===== src/design/bpa_pkg.sv =====
// Shared types and constants for the bitmap page allocator.
// Used by bpa_ctrl, bpa_datapath and bitmap_page_allocator.
`default_nettype none

package bpa_pkg;

    localparam int MAX_PAGES_DEF     = 4096;
    localparam int MAP_WORD_BITS_DEF = 64;
    localparam int PAGE_W            = 12;
    localparam int COUNT_W           = 13;
    localparam int PG_W              = 14;
    localparam int CHUNK_BITS        = 8;

    typedef enum logic [1:0] {
        MODE_ALLOC     = 2'd0,
        MODE_FREE      = 2'd1,
        MODE_MARK_USED = 2'd2,
        MODE_MARK_FREE = 2'd3
    } t_mode;

    typedef enum logic [1:0] {
        ST_OK          = 2'd0,
        ST_NO_MEMORY   = 2'd1,
        ST_INVALID     = 2'd2,
        ST_DOUBLE_FREE = 2'd3
    } t_status;

    typedef enum logic [3:0] {
        S_INIT,
        S_IDLE,
        S_DECODE,
        S_SC_RD,
        S_SC_CHK,
        S_HIT,
        S_MISS,
        S_WR_RD,
        S_WR_WB,
        S_DONE
    } t_state;

    typedef enum logic [3:0] {
        OP_NONE,
        OP_INIT_STEP,
        OP_LOAD,
        OP_SCAN_HINT,
        OP_SCAN_FREE,
        OP_SCAN_WRAP,
        OP_SCAN_RD,
        OP_SCAN_CHK,
        OP_WR_RANGE,
        OP_WR_ALLOC,
        OP_WR_FREE_PART,
        OP_WR_FREE_ALL,
        OP_WR_RD,
        OP_WR_WB
    } t_dp_op;

    typedef struct packed {
        t_dp_op  op;
        logic    set_status;
        t_status status;
        logic    load_out;
    } t_dp_cmd;

    typedef struct packed {
        t_mode mode;
        logic  init_last;
        logic  cnt_zero;
        logic  free_bad;
        logic  range_bad;
        logic  cur_past;
        logic  chk_hit;
        logic  chk_miss;
        logic  word_end;
        logic  wr_last;
        logic  pass2;
    } t_dp_stat;

endpackage

`default_nettype wire


===== src/design/bpa_ram.sv =====
// Generic single-write, single-read RAM with registered read data.
// No dependencies.
`default_nettype none

module bpa_ram #(
    parameter  int WIDTH = 64,
    parameter  int DEPTH = 64,
    localparam int AW    = (DEPTH > 1) ? $clog2(DEPTH) : 1
) (
    input  wire logic             i_clk,
    input  wire logic             i_we,
    input  wire logic [AW-1:0]    i_waddr,
    input  wire logic [WIDTH-1:0] i_wdata,
    input  wire logic             i_re,
    input  wire logic [AW-1:0]    i_raddr,
    output logic      [WIDTH-1:0] o_rdata
);

    logic [WIDTH-1:0] r_mem [DEPTH];
    logic [WIDTH-1:0] r_rdata;

    always_ff @(posedge i_clk) begin
        if (i_we) begin
            r_mem[i_waddr] <= i_wdata;
        end
        if (i_re) begin
            r_rdata <= r_mem[i_raddr];
        end
    end

    assign o_rdata = r_rdata;

endmodule

`default_nettype wire


===== src/design/bpa_ctrl.sv =====
// Sequencer for the bitmap page allocator: clearing pass, scan, mark, result.
// Depends on bpa_pkg.
`default_nettype none

module bpa_ctrl
    import bpa_pkg::*;
(
    input  wire logic     i_clk,
    input  wire logic     i_rst_n,
    input  wire logic     i_s_tvalid,
    output logic          o_s_tready,
    input  wire logic     i_m_tready,
    output logic          o_m_tvalid,
    input  wire t_dp_stat i_stat,
    output t_dp_cmd       o_cmd
);

    t_state r_state, n_state;
    logic   r_m_tvalid, n_m_tvalid;

    always_ff @(posedge i_clk) begin
        if (!i_rst_n) begin
            r_state    <= S_INIT;
            r_m_tvalid <= 1'b0;
        end else begin
            r_state    <= n_state;
            r_m_tvalid <= n_m_tvalid;
        end
    end

    always_comb begin
        n_state    = r_state;
        n_m_tvalid = r_m_tvalid && !i_m_tready;
        o_cmd      = '{op: OP_NONE, set_status: 1'b0, status: ST_OK, load_out: 1'b0};
        unique case (r_state)
            S_INIT: begin
                o_cmd.op = OP_INIT_STEP;
                if (i_stat.init_last) begin
                    n_state = S_IDLE;
                end
            end
            S_IDLE: begin
                if (i_s_tvalid) begin
                    o_cmd.op = OP_LOAD;
                    n_state  = S_DECODE;
                end
            end
            S_DECODE: begin
                o_cmd.set_status = 1'b1;
                unique case (i_stat.mode)
                    MODE_ALLOC: begin
                        if (i_stat.cnt_zero) begin
                            o_cmd.status = ST_INVALID;
                            n_state      = S_DONE;
                        end else begin
                            o_cmd.op = OP_SCAN_HINT;
                            n_state  = S_SC_RD;
                        end
                    end
                    MODE_FREE: begin
                        priority if (i_stat.free_bad) begin
                            o_cmd.status = ST_INVALID;
                            n_state      = S_DONE;
                        end else if (i_stat.cnt_zero) begin
                            n_state = S_DONE;
                        end else begin
                            o_cmd.op = OP_SCAN_FREE;
                            n_state  = S_SC_RD;
                        end
                    end
                    default: begin
                        if (i_stat.range_bad) begin
                            o_cmd.status = ST_INVALID;
                            n_state      = S_DONE;
                        end else begin
                            o_cmd.op = OP_WR_RANGE;
                            n_state  = S_WR_RD;
                        end
                    end
                endcase
            end
            S_SC_RD: begin
                if (i_stat.cur_past) begin
                    n_state = S_MISS;
                end else begin
                    o_cmd.op = OP_SCAN_RD;
                    n_state  = S_SC_CHK;
                end
            end
            S_SC_CHK: begin
                o_cmd.op = OP_SCAN_CHK;
                priority if (i_stat.chk_hit) begin
                    n_state = S_HIT;
                end else if (i_stat.chk_miss) begin
                    n_state = S_MISS;
                end else if (i_stat.word_end) begin
                    n_state = S_SC_RD;
                end
            end
            S_HIT: begin
                o_cmd.set_status = 1'b1;
                n_state          = S_WR_RD;
                if (i_stat.mode == MODE_ALLOC) begin
                    o_cmd.op     = OP_WR_ALLOC;
                    o_cmd.status = ST_OK;
                end else begin
                    o_cmd.op     = OP_WR_FREE_PART;
                    o_cmd.status = ST_DOUBLE_FREE;
                end
            end
            S_MISS: begin
                priority if (i_stat.mode == MODE_ALLOC && !i_stat.pass2) begin
                    o_cmd.op = OP_SCAN_WRAP;
                    n_state  = S_SC_RD;
                end else if (i_stat.mode == MODE_ALLOC) begin
                    o_cmd.set_status = 1'b1;
                    o_cmd.status     = ST_NO_MEMORY;
                    n_state          = S_DONE;
                end else begin
                    o_cmd.op = OP_WR_FREE_ALL;
                    n_state  = S_WR_RD;
                end
            end
            S_WR_RD: begin
                if (i_stat.cur_past) begin
                    n_state = S_DONE;
                end else begin
                    o_cmd.op = OP_WR_RD;
                    n_state  = S_WR_WB;
                end
            end
            S_WR_WB: begin
                o_cmd.op = OP_WR_WB;
                n_state  = i_stat.wr_last ? S_DONE : S_WR_RD;
            end
            S_DONE: begin
                if (!r_m_tvalid || i_m_tready) begin
                    o_cmd.load_out = 1'b1;
                    n_m_tvalid     = 1'b1;
                    n_state        = S_IDLE;
                end
            end
            default: begin
                n_state = S_INIT;
            end
        endcase
    end

    assign o_s_tready = (r_state == S_IDLE);
    assign o_m_tvalid = r_m_tvalid;

endmodule

`default_nettype wire


===== src/design/bpa_datapath.sv =====
// Datapath of the bitmap page allocator: page map RAM, scan and mark logic,
// bounds, next-fit hint and result registers. Depends on bpa_pkg and bpa_ram.
`default_nettype none

module bpa_datapath
    import bpa_pkg::*;
#(
    parameter int MAX_PAGES     = MAX_PAGES_DEF,
    parameter int MAP_WORD_BITS = MAP_WORD_BITS_DEF
) (
    input  wire logic               i_clk,
    input  wire logic               i_rst_n,
    input  wire t_dp_cmd            i_cmd,
    output t_dp_stat                o_stat,
    input  wire logic [1:0]         i_mode,
    input  wire logic [PAGE_W-1:0]  i_first_page,
    input  wire logic [COUNT_W-1:0] i_end_page,
    input  wire logic [COUNT_W-1:0] i_page_count,
    input  wire logic [COUNT_W-1:0] i_total_pages,
    output t_status                 o_status,
    output logic      [PAGE_W-1:0]  o_start_page
);

    localparam int WORDS = MAX_PAGES / MAP_WORD_BITS;
    localparam int AW    = (WORDS > 1) ? $clog2(WORDS) : 1;
    localparam int BW    = $clog2(MAP_WORD_BITS);
    localparam int CAP   = (MAX_PAGES > (1 << COUNT_W) - 1) ? (1 << COUNT_W) - 1 : MAX_PAGES;
    localparam logic [PG_W-1:0] TOTAL_CAP  = PG_W'(CAP);
    localparam logic [PG_W-1:0] WORD_STEP  = PG_W'(MAP_WORD_BITS);
    localparam logic [PG_W-1:0] CHUNK_STEP = PG_W'(CHUNK_BITS);
    localparam logic [BW-1:0]   LAST_CHUNK = BW'(MAP_WORD_BITS - CHUNK_BITS);
    localparam logic [AW-1:0]   LAST_WORD  = AW'(WORDS - 1);

    function automatic logic [AW-1:0] word_of(input logic [PG_W-1:0] page);
        logic [PG_W+AW-1:0] ext;
        ext = {{AW{1'b0}}, page};
        return ext[BW +: AW];
    endfunction

    t_mode               r_mode;
    logic [PG_W-1:0]     r_first, r_end, r_hint, r_lo, r_hi, r_cur, r_found;
    logic [COUNT_W-1:0]  r_cnt, r_need, r_run;
    logic                r_val, r_pass2;
    logic [AW-1:0]       r_init_addr;
    t_status             r_status, r_out_status;
    logic [PAGE_W-1:0]   r_out_start;

    logic [PG_W-1:0]          total_eff, cnt_ext, free_hi, wrap_sum, wrap_hi, alloc_hi;
    logic [PG_W-1:0]          chunk_base, chunk_next, hit_page, found_nxt, page_i;
    logic [PG_W-1:0]          wbase, wnext, wpage;
    logic [BW-1:0]            sh;
    logic [CHUNK_BITS-1:0]    chunk_bits;
    logic [COUNT_W-1:0]       run_v;
    logic                     hit;
    logic [MAP_WORD_BITS-1:0] rdata, mask, wdata_mod;
    logic                     ram_we, ram_re;
    logic [AW-1:0]            ram_waddr, ram_raddr;
    logic [MAP_WORD_BITS-1:0] ram_wdata;

    assign total_eff = (PG_W'(i_total_pages) > TOTAL_CAP) ? TOTAL_CAP : PG_W'(i_total_pages);
    assign cnt_ext   = PG_W'(r_cnt);
    assign free_hi   = r_first + cnt_ext;
    assign wrap_sum  = r_hint + cnt_ext;
    assign wrap_hi   = (wrap_sum > total_eff) ? total_eff : wrap_sum;
    assign alloc_hi  = r_found + cnt_ext;

    assign sh         = r_cur[BW-1:0] & ~BW'(CHUNK_BITS - 1);
    assign chunk_bits = CHUNK_BITS'(rdata >> sh);
    assign chunk_base = r_cur & ~PG_W'(CHUNK_BITS - 1);
    assign chunk_next = chunk_base + CHUNK_STEP;

    always_comb begin
        run_v    = r_run;
        hit      = 1'b0;
        hit_page = '0;
        page_i   = '0;
        for (int i = 0; i < CHUNK_BITS; i++) begin
            page_i = chunk_base + PG_W'(i);
            if (!hit && page_i >= r_lo && page_i < r_hi) begin
                if (chunk_bits[i]) begin
                    run_v = '0;
                end else begin
                    run_v = run_v + COUNT_W'(1);
                    if (run_v == r_need) begin
                        hit      = 1'b1;
                        hit_page = page_i;
                    end
                end
            end
        end
    end

    assign found_nxt = hit_page + PG_W'(1) - PG_W'(r_need);

    assign wbase = r_cur & ~PG_W'(MAP_WORD_BITS - 1);
    assign wnext = wbase + WORD_STEP;

    always_comb begin
        mask  = '0;
        wpage = '0;
        for (int i = 0; i < MAP_WORD_BITS; i++) begin
            wpage   = wbase + PG_W'(i);
            mask[i] = (wpage >= r_lo) && (wpage < r_hi);
        end
    end

    assign wdata_mod = r_val ? (rdata | mask) : (rdata & ~mask);

    assign ram_we    = (i_cmd.op == OP_INIT_STEP) || (i_cmd.op == OP_WR_WB);
    assign ram_waddr = (i_cmd.op == OP_INIT_STEP) ? r_init_addr : word_of(r_cur);
    assign ram_wdata = (i_cmd.op == OP_INIT_STEP) ? '1 : wdata_mod;
    assign ram_re    = (i_cmd.op == OP_SCAN_RD) || (i_cmd.op == OP_WR_RD);
    assign ram_raddr = word_of(r_cur);

    bpa_ram #(
        .WIDTH (MAP_WORD_BITS),
        .DEPTH (WORDS)
    ) u_map (
        .i_clk   (i_clk),
        .i_we    (ram_we),
        .i_waddr (ram_waddr),
        .i_wdata (ram_wdata),
        .i_re    (ram_re),
        .i_raddr (ram_raddr),
        .o_rdata (rdata)
    );

    always_ff @(posedge i_clk) begin
        if (!i_rst_n) begin
            r_hint      <= '0;
            r_init_addr <= '0;
        end else begin
            if (i_cmd.op == OP_INIT_STEP) begin
                r_init_addr <= r_init_addr + AW'(1);
            end
            if (i_cmd.op == OP_WR_ALLOC) begin
                r_hint <= alloc_hi;
            end
        end
    end

    always_ff @(posedge i_clk) begin
        unique case (i_cmd.op)
            OP_LOAD: begin
                r_mode  <= t_mode'(i_mode);
                r_first <= PG_W'(i_first_page);
                r_end   <= PG_W'(i_end_page);
                r_cnt   <= i_page_count;
            end
            OP_SCAN_HINT: begin
                r_lo    <= r_hint;
                r_hi    <= total_eff;
                r_cur   <= r_hint;
                r_need  <= r_cnt;
                r_run   <= '0;
                r_pass2 <= 1'b0;
            end
            OP_SCAN_FREE: begin
                r_lo    <= r_first;
                r_hi    <= free_hi;
                r_cur   <= r_first;
                r_need  <= COUNT_W'(1);
                r_run   <= '0;
                r_pass2 <= 1'b0;
            end
            OP_SCAN_WRAP: begin
                r_lo    <= '0;
                r_hi    <= wrap_hi;
                r_cur   <= '0;
                r_run   <= '0;
                r_pass2 <= 1'b1;
            end
            OP_SCAN_CHK: begin
                r_run <= run_v;
                r_cur <= chunk_next;
                if (hit) begin
                    r_found <= found_nxt;
                end
            end
            OP_WR_RANGE: begin
                r_lo  <= r_first;
                r_hi  <= r_end;
                r_cur <= r_first;
                r_val <= (r_mode == MODE_MARK_USED);
            end
            OP_WR_ALLOC: begin
                r_lo  <= r_found;
                r_hi  <= alloc_hi;
                r_cur <= r_found;
                r_val <= 1'b1;
            end
            OP_WR_FREE_PART: begin
                r_lo  <= r_first;
                r_hi  <= r_found;
                r_cur <= r_first;
                r_val <= 1'b0;
            end
            OP_WR_FREE_ALL: begin
                r_lo  <= r_first;
                r_hi  <= free_hi;
                r_cur <= r_first;
                r_val <= 1'b0;
            end
            OP_WR_WB: begin
                r_cur <= wnext;
            end
            default: begin
            end
        endcase
        if (i_cmd.set_status) begin
            r_status <= i_cmd.status;
        end
        if (i_cmd.load_out) begin
            r_out_status <= r_status;
            r_out_start  <= (r_status == ST_OK && r_mode == MODE_ALLOC) ?
                            r_found[PAGE_W-1:0] : '0;
        end
    end

    always_comb begin
        o_stat.mode      = r_mode;
        o_stat.init_last = (r_init_addr == LAST_WORD);
        o_stat.cnt_zero  = (r_cnt == '0);
        o_stat.free_bad  = (free_hi > total_eff);
        o_stat.range_bad = (r_end > total_eff) || (r_first >= r_end);
        o_stat.cur_past  = (r_cur >= r_hi);
        o_stat.chk_hit   = hit;
        o_stat.chk_miss  = !hit && (chunk_next >= r_hi);
        o_stat.word_end  = (sh == LAST_CHUNK);
        o_stat.wr_last   = (wnext >= r_hi);
        o_stat.pass2     = r_pass2;
    end

    assign o_status     = r_out_status;
    assign o_start_page = r_out_start;

endmodule

`default_nettype wire


===== src/design/bitmap_page_allocator.sv =====
// Top level of the bitmap page allocator: stream ports, APB register, sequencer
// and datapath. Depends on bpa_pkg, bpa_ctrl, bpa_datapath and bpa_ram.
//
//   Channel   Direction  Handshake                        Payload
//   s_*       in         s_tvalid / s_tready              mode, first, end, count
//   m_*       out        m_tvalid / m_tready              status, start page
//   apb       in         psel & penable & pwrite, pready  total_pages at 0x0
//
// Each transaction is handled alone. Allocate reads one map word and then
// checks 8 pages a cycle, word by word, over at most two passes. Marking
// reads and writes back each word touched. Every transaction also passes
// through decode and result states. After reset a clearing pass over all
// MAX_PAGES/MAP_WORD_BITS map words (64 at the defaults) sets every page
// used; s_tready stays low until it is done.
// A stalled result holds in the output register while the next item is taken.
`default_nettype none

module bitmap_page_allocator
    import bpa_pkg::*;
#(
    parameter int MAX_PAGES     = MAX_PAGES_DEF,
    parameter int MAP_WORD_BITS = MAP_WORD_BITS_DEF
) (
    input  wire logic        i_clk,
    input  wire logic        i_rst_n,
    input  wire logic        s_tvalid,
    output logic             s_tready,
    input  wire logic [39:0] s_tdata,   // first_page[11:0], end_page[24:12], page_count[37:25]
    input  wire logic [1:0]  s_tuser,   // mode[1:0]
    output logic             m_tvalid,
    input  wire logic        m_tready,
    output logic      [15:0] m_tdata,   // start_page[11:0]
    output logic      [1:0]  m_tuser,   // status[1:0]
    input  wire logic        psel,
    input  wire logic        penable,
    input  wire logic        pwrite,
    input  wire logic [2:0]  paddr,
    input  wire logic [31:0] pwdata,
    output logic      [31:0] prdata,
    output logic             pready
);

    localparam logic REG_TOTAL_PAGES = 1'b0;
    localparam logic [COUNT_W-1:0] TOTAL_RESET = COUNT_W'(4096);

    logic [COUNT_W-1:0] r_total_pages;
    t_dp_cmd            cmd;
    t_dp_stat           stat;
    t_status            out_status;
    logic [PAGE_W-1:0]  out_start;
    logic               cfg_wr;

    assign pready = 1'b1;
    assign cfg_wr = psel && penable && pwrite && (paddr[2] == REG_TOTAL_PAGES);

    always_ff @(posedge i_clk) begin
        if (!i_rst_n) begin
            r_total_pages <= TOTAL_RESET;
        end else if (cfg_wr) begin
            r_total_pages <= pwdata[COUNT_W-1:0];
        end
    end

    assign prdata = (paddr[2] == REG_TOTAL_PAGES) ? {{(32 - COUNT_W){1'b0}}, r_total_pages} : '0;

    bpa_ctrl u_ctrl (
        .i_clk      (i_clk),
        .i_rst_n    (i_rst_n),
        .i_s_tvalid (s_tvalid),
        .o_s_tready (s_tready),
        .i_m_tready (m_tready),
        .o_m_tvalid (m_tvalid),
        .i_stat     (stat),
        .o_cmd      (cmd)
    );

    bpa_datapath #(
        .MAX_PAGES     (MAX_PAGES),
        .MAP_WORD_BITS (MAP_WORD_BITS)
    ) u_dp (
        .i_clk         (i_clk),
        .i_rst_n       (i_rst_n),
        .i_cmd         (cmd),
        .o_stat        (stat),
        .i_mode        (s_tuser),
        .i_first_page  (s_tdata[11:0]),
        .i_end_page    (s_tdata[24:12]),
        .i_page_count  (s_tdata[37:25]),
        .i_total_pages (r_total_pages),
        .o_status      (out_status),
        .o_start_page  (out_start)
    );

    assign m_tdata = {4'b0000, out_start};
    assign m_tuser = out_status;

endmodule

`default_nettype wire

===== config.mk =====
export PLATFORM = sky130hd
export DESIGN_NAME = bitmap_page_allocator
export DESIGN_NICKNAME = d
export VERILOG_FILES = /design/src/design/bpa_pkg.sv /design/src/design/bpa_ram.sv /design/src/design/bpa_ctrl.sv /design/src/design/bpa_datapath.sv /design/src/design/bitmap_page_allocator.sv
export SDC_FILE = /design/constraint.sdc
export NUM_CORES = 2
export LEC_CHECK = 0
export ABC_AREA = 0
export BUFFER_PORTS_ARGS = -buffer_cell sky130_fd_sc_hd__clkbuf_2
export CORE_MARGIN = 1.5
export CORE_UTILIZATION = 40
export CTS_CLUSTER_SIZE = 30
export DETAILED_ROUTE_END_ITERATION = 10
export PLACE_DENSITY_LB_ADDON = 0.08
export SYNTH_ARGS = -nofsm -noshare
export SYNTH_HDL_FRONTEND = slang
export SYNTH_SLANG_ARGS = --single-unit
export TNS_END_PERCENT = 20

===== constraint.sdc =====
create_clock -name i_clk -period 19.9 [get_ports i_clk]
set_input_delay 1.99 -clock i_clk [delete_from_list [all_inputs] [get_ports i_clk]]
set_output_delay 1.99 -clock i_clk [all_outputs]
set_load 0.03 [all_outputs]

# After elaboration in Yosys (flattened, before gate mapping)
# Memory sizes are Yosys's and may differ from the RTL's. A register that Yosys moved wholly into a read port is not among the register bits.
# Cells that the tools add are included.
[word_totals]
register_bits = 178
mem_bits_rw = 4096
in_bits = 84
output_inout_bits = 53
wordCells = 540
n_memories = 1
[memory_table]
columns = ["memory", "words", "width", "rd", "rd_clocked_by_memory_dff", "write_ports", "line_no", "source"]
rows = [
  ["u_dp.u_map.r_mem", 64, 64, 1, 1, 1, "bpa_ram.sv:19", "logic [WIDTH-1:0] r_mem [DEPTH];"],
]
[classes]
n_addsub = 86
n_lt_le_gt_ge = 152
n_eq_ne = 38
shift = 1
muxes = 119
n_bitwise = 4
n_reduce_logical = 119
[ops]
columns = ["operator", "count"]
rows = [
  ["14-bit greater-or-equal comparator", 75],
  ["14-bit < comparator", 72],
  ["14-bit by 6-bit adder with 14-bit output (second input constant)", 32],
  ["14-bit two-way mux", 25],
  ["13-bit two-way mux", 18],
  ["14-bit by 5-bit adder with 14-bit output (second input constant)", 16],
  ["14-bit one-hot mux with 6 select lines", 2],
  ["64-bit two-way mux", 2],
  ["14-bit by 4-bit adder with 14-bit output (second input constant)", 9],
  ["14-bit by 3-bit adder with 14-bit output (second input constant)", 8],
  ["13-bit by 1-bit adder with 13-bit output (second input constant)", 8],
  ["13-bit == test", 8],
  ["1-bit logical AND", 86],
  ["4-bit two-way mux", 17],
  ["64-bit AND", 1],
  ["64-bit inverter", 1],
  ["64-bit bitwise OR", 1],
  ["64-bit by 6-bit right shift with 8-bit output", 1],
  ["14-bit by 2-bit adder with 14-bit output (second input constant)", 4],
  ["14-bit one-hot mux with 4 select lines", 1],
  ["13-bit one-hot mux with 2 select lines", 2],
  ["14-bit by 1-bit adder with 14-bit output (second input constant)", 3],
  ["4-bit one-hot mux with 10 select lines", 1],
  ["4-bit one-hot mux with 9 select lines", 1],
  ["44 further kinds", 125],
]

# Depth between registers and ports, before layout
[depth]
word_depth = 41
depth_mapped = 83
mapped_depth_nobuf = 68

# Modules after synthesis
# A second synthesis with hierarchy kept.
[hier_totals]
hier_cells = 9815
hier_area_um2 = 182083.4
[modules_own_cells]
columns = ["module", "n_inst", "cells_each", "area_per_inst_um2", "seq_area_each_um2"]
rows = [
  ["bpa_ram", 1, 6510, 156447.5, 124919.8],
  ["bpa_datapath", 1, 3102, 24100.6, 4604.4],
  ["bitmap_page_allocator", 1, 98, 827.0, 260.2],
  ["bpa_ctrl", 1, 105, 708.2, 100.1],
]

# Least setup slack after synthesis
# Ideal clock, no wire load.
[synth_timing]
kind = "flip-flop to flip-flop"
startpoint = "reg u_dp.r_cur[6]"
endpoint = "reg u_dp.r_found[13], data pin"
setup_time_ns = 0.260
t_arrival_ns = 16.791
slack_ns = 2.850
path_stages_with_launch = 81
period_less_slack_ns = 17.050
cell_sequence = "edfxtp_1 -> clkbuf_1 -> clkbuf_1 -> buf_1 -> clkbuf_1 -> buf_1 -> clkbuf_1 -> inv_1 -> ha_1 -> nor2b_1 -> nand4_2 -> o221a_2 -> o21ai_2 -> buf_2 -> buf_2 -> nand2_1 -> nand2_1 -> ha_1 -> [... 45 more ...] -> ha_1 -> inv_1 -> ha_1 -> inv_1 -> fa_1 -> inv_1 -> a21oi_1 -> o21ai_0 -> a21oi_1 -> o21ai_0 -> a21oi_1 -> o21ai_0 -> a21oi_1 -> o21bai_1 -> a21o_1 -> a21oi_1 -> xor2_1 -> xnor2_1"
[synth_between]
elab_chain_len = 37
elab_cells_between_ends = 117
[synth_lines]
columns = ["element", "line_no", "source"]
rows = [
  ["from (decl)", "bpa_datapath.sv:41", "logic [PG_W-1:0] r_first, r_end, r_hint, r_lo, r_hi, r_cur, r_found;"],
  ["from (signal assigned)", "bpa_datapath.sv:153", "r_cur <= r_hint;"],
  ["from (signal assigned)", "bpa_datapath.sv:161", "r_cur <= r_first;"],
  ["from (signal assigned)", "bpa_datapath.sv:175", "r_cur <= chunk_next;"],
  ["parallel branches: the longest is 34 deep, another holds 14-bit greater-or-equal comparator", "-", ""],
  ["14-bit two-way mux (*)", "bpa_datapath.sv:79", "if (!hit && page_i >= r_lo && page_i < r_hi) begin"],
  ["14-bit by 1-bit adder with 14-bit output (*)", "bpa_datapath.sv:93", "assign found_nxt = hit_page + PG_W'(1) - PG_W'(r_need);"],
  ["14-bit by 13-bit subtractor with 14-bit output (*)", "bpa_datapath.sv:93", ""],
  ["net u_dp.found_nxt[13]", "bpa_datapath.sv:49", "logic [PG_W-1:0] chunk_base, chunk_next, hit_page, found_nxt, page_i;"],
  ["to (signal assigned)", "bpa_datapath.sv:177", "r_found <= found_nxt;"],
  ["to (decl)", "bpa_datapath.sv:41", ""],
]
# Mark *: on every way through the listed nets, which the timed path passes.
# A chain may end at the register's enable or synchronous reset.

# Final worst setup path
[layout_timing]
startpoint = "reg u_dp.r_hi[4]"
endpoint = "reg u_dp.r_found[13], data pin"
[layout_between]
elab_chain_len = 37
elab_cells_between_ends = 100
[layout_lines]
columns = ["element", "line_no", "source"]
rows = [
  ["from (decl)", "bpa_datapath.sv:41", ""],
  ["from (signal assigned)", "bpa_datapath.sv:152", "r_hi <= total_eff;"],
  ["from (signal assigned)", "bpa_datapath.sv:160", "r_hi <= free_hi;"],
  ["from (signal assigned)", "bpa_datapath.sv:168", "r_hi <= wrap_hi;"],
  ["parallel branches: the longest is 34 deep, another holds 14-bit < comparator", "-", ""],
  ["14-bit two-way mux (*)", "bpa_datapath.sv:79", ""],
  ["14-bit by 1-bit adder with 14-bit output (*)", "bpa_datapath.sv:93", ""],
  ["14-bit by 13-bit subtractor with 14-bit output (*)", "bpa_datapath.sv:93", ""],
  ["net u_dp.found_nxt[13]", "bpa_datapath.sv:49", ""],
]
# Marks and branches as above.

==> impl_metrics.env <==
export IMPL_detail_route_first_pass_iterations=6
export IMPL_synth_most_common_cell="sky130_fd_sc_hd__edfxtp_1"
export IMPL_detail_route_iter0_violations=11841
export IMPL_required_arrival_time_at_the_worst_endpoint_ns=20.58
export IMPL_gpl_final_weighted_congestion=0.894
export IMPL_routedWlPerCell_um=37.1
export IMPL_cts_tree="done"
export IMPL_whs_endpoint="u_dp.o_status[0]"
export IMPL_initial_utilization=0.402
export IMPL_cell_area_after_synthesis_mm2=0.182
export IMPL_number_of_nets_in_the_finished_design=10516
export IMPL_hold_depth=0
export IMPL_grt_pass1_vias=102359
export IMPL_setup_viol=0
export IMPL_syn_inst=9899
export IMPL_irDropWorstVdd_mv=0.0827
export IMPL_maxClockFrequency_ghz=0.0556
export IMPL_root_buffer="sky130_fd_sc_hd__clkbuf_16"
export IMPL_yosys_area_top_type_share=0.708
export IMPL_reg2reg_setup_slack_ns=1.91
export IMPL_final_period_utilization=0.904
export IMPL_num_io_pins=137
export IMPL_grt_antenna_before_repair=21
export IMPL_destination_of_the_worst_register_to_register_timing_path="u_dp.r_found[13]"
export IMPL_die_w_um=678
export IMPL_clock_transition_at_the_registers_of_the_reported_paths_ns=0.06
export IMPL_yosysTopAreaCell="sky130_fd_sc_hd__edfxtp_1"
export IMPL_cts_path_max_buffers=4
export IMPL_timing_slew_headroom=0.0261
export IMPL_postLayoutCoreUtil=0.455
export IMPL_synth_top_cells_by_count="4300 x sky130_fd_sc_hd__edfxtp_1, 1020 x sky130_fd_sc_hd__mux4_2, 475 x sky130_fd_sc_hd__nand2_1, 437 x sky130_fd_sc_hd__mux2i_1, 365 x sky130_fd_sc_hd__clkbuf_1"
export IMPL_timing_critical_path_buf_inv=6
export IMPL_tritoncts_num_sinks=4338
export IMPL_fraction_of_synthesis_flops_using_an_asynchronous_set_or_reset_pin=0
export IMPL_design_die_area_mm2=0.460
export IMPL_synth_yosys_seq_area_share=0.712
export IMPL_worst_stage_delay_on_the_critical_path_ns=0.81
export IMPL_worstHoldPathType="flip-flop to flip-flop"
export IMPL_final_hold_viol_count=0
export IMPL_timing_critical_path_arrival_ns=18.68
export IMPL_worstReg2RegStart="u_dp.r_hi[4]"
export IMPL_crit_path_frequent_cell="sky130_fd_sc_hd__a21oi_1"
export IMPL_clkLatencyLatePin_ns=1.05
export IMPL_grt_max_degree=120
export IMPL_synth_area_leaders="sky130_fd_sc_hd__edfxtp_1 71%, sky130_fd_sc_hd__mux4_2 13%, sky130_fd_sc_hd__mux2i_1 2.4%"
export IMPL_dpl_cells=15771
export IMPL_global_route_overflow_total=0
export IMPL_timing_critical_path_fanout_max=27
export IMPL_grt_setup_unrepaired="false"
export IMPL_cts_repair_resize_count=0
export IMPL_status="finished, final reports clean"
export IMPL_route_vias_total=103128
export IMPL_reg2regPathDepth=66
export IMPL_num_rows=247
export IMPL_timing_critical_path_max_delay_family="compound AO/OA/AOI/OAI gates"
export IMPL_final_instance_count_excl_fill=16625
export IMPL_max_cap_viol=0
export IMPL_cts_inserted_buffers=457
export IMPL_cellLeakagePower_uw=0.0623
export IMPL_worstMarginPinSlew_ns=1.46
export IMPL_synthDistinctLibCells=132
export IMPL_die_height_um=678
export IMPL_synth_edff_count=4300
export IMPL_drcViolationCount=0
export IMPL_setup_worst_path_end_class="flip-flop"
export IMPL_fin_total_pwr_uw=18400
export IMPL_finalWorstPathRequiredPeriod_ns=17.99
export IMPL_gr_usage_all_layers=0.263
export IMPL_min_from="u_dp.r_status[0]"
export IMPL_crit_path_launch_type="flip-flop"
export IMPL_avgSynthCellArea_um2=18.4
export IMPL_ys_warnings_count=0
export IMPL_cts_hold_buffers=0
export IMPL_layout_area_overhead_vs_synth_pct=13.1
export IMPL_buffers_on_ports=89
export IMPL_report_final_slew_viol_count=0
export IMPL_fraction_of_layout_instances_using_a_drive_strength_above_1=0.218
export IMPL_setup_tns_ns=0
export IMPL_number_of_storage_elements_in_the_synthesis_netlist=4338
export IMPL_worst_clock_skew_ns=0.125
export IMPL_vias_per_cell=6.20
export IMPL_pwr_density_cell_mw_per_mm2=89.0
export IMPL_setup_worst_path_class="flip-flop to flip-flop"
export IMPL_fp_coreArea_mm2=0.453
export IMPL_post_cts_repair_setup_buffers=0
export IMPL_global_route_wire_length_before_repair_um=846000
export IMPL_hpwl_um=351000
export IMPL_ys_dominant_reg_cell="sky130_fd_sc_hd__edfxtp_1"
export IMPL_ant_nets=0
export IMPL_critPathSlowestCell="sky130_fd_sc_hd__edfxtp_1"
export IMPL_cts_htree_levels=5
export IMPL_wl_um=617000
==> worst max-delay path by stage <==
stage / from / endpoint / slack, ns / depth (start not counted)
5_1_grt: u_dp.r_lo[5] / u_dp.r_found[13] / 0.73 / 66
2_1_floorplan: u_dp.r_cur[6] / u_dp.r_found[13] / 2.85 / 80
6_report: u_dp.r_hi[4] / u_dp.r_found[13] / 1.91 / 66
4_1_cts: u_dp.r_cur[3] / u_dp.r_found[13] / 2.24 / 66
3_3_place_gp: u_dp.r_hi[4] / u_dp.r_found[13] / 2.08 / 66
3_5_place_dp: u_dp.r_lo[5] / u_dp.r_found[13] / 2.31 / 66
==> sequential cells by signal, indices dropped and copies added (netlist names), 13 cells and up <==
register and flops:
u_dp.r_hi 14, u_dp.r_cnt 13, u_dp.r_lo 14, u_dp.r_end 13, u_dp.r_found 14, u_dp.u_map.r_mem 4096, u_dp.r_run 13, u_dp.u_map.o_rdata 64
r_total_pages 13, u_dp.r_hint 14, u_dp.r_need 13, u_dp.r_cur 14
==> metrics by stage <==
step	instance area, µm²	setup slack [ns]	hold WS [ns]
3_5_place_dp	192000	2.31	0.504
6_report	206000	1.91	0.527
2_1_floorplan	183000	2.85	0.428
4_1_cts	206000	2.24	0.517
3_3_place_gp	192000	2.08	0.497
5_1_grt	206000	0.727	0.546
==> cells by family after synthesis <==
| kind of cell | Yosys count | synth area share |
|---|---|---|
| and+or+nand+nor | 1445 | 0.0387 |
| muxes | 1473 | 0.151 |
| other | 2 | 0.0000412 |
| AOI/OAI and AO/OA | 1557 | 0.0602 |
| buffers and inverters | 712 | 0.0159 |
| adders and majority gates | 178 | 0.0124 |
| xor gates and xnor gates | 194 | 0.00977 |
| DFF | 4338 | 0.712 |
==> cell usage in the layout (no fill, tap or decap), drive strengths merged, types with 34 or more instances in the layout <==
| master | instances |
|---|---|
| mux2i | 439 |
| o221ai | 168 |
| bufinv | 38 |
| and2 | 65 |
| clkinv | 218 |
| a21boi | 37 |
| inv | 137 |
| mux4 | 1020 |
| buf | 365 |
| edfxtp | 4300 |
| xnor2 | 158 |
| clkbuf | 662 |
| o22ai | 122 |
| o211ai | 70 |
| nand2 | 478 |
| dfxtp | 38 |
| a21o | 44 |
| a22oi | 35 |
| a221o | 35 |
| o21ai | 215 |
| a211oi | 84 |
| ha | 174 |
| nand3 | 94 |
| nor3 | 128 |
| o31ai | 38 |
| nor2 | 347 |
| nand4 | 57 |
| nor2b | 54 |
| a21oi | 356 |
| nor4 | 42 |
| a31oi | 63 |
| o21a | 34 |
==> metal layers <==
layer	wire length [µm]	vias up	global-route usage
met4	20900	0	0.0802
met3	41700	883	0.0348
met1	261000	56165	0.370
met2	294000	4261	0.428
li1	-	41819	-
met5	0	-	0
==> layout make-up <==
type                    instances  area (µm²)
repair buffers                454        3520
fillers                     38683      247000
inverters                     132         510
flip-flops and latches       4338      130000
multi-input cells            4871       50400
diodes                         12        30.0
clock buffers                 573       11900
clock inverters               269        2540
well taps                    5976        7480
==> power by group <==
group          leakage [µW]  switching (µW)  total (µW)  internal (µW)
sequential           0.0358            3.04        9910           9910
combinational        0.0194            88.3         103           14.6
clock               0.00704            3620        8350           4730
total                0.0623            3710       18400          14700
(Power assumes the default switching activity.)
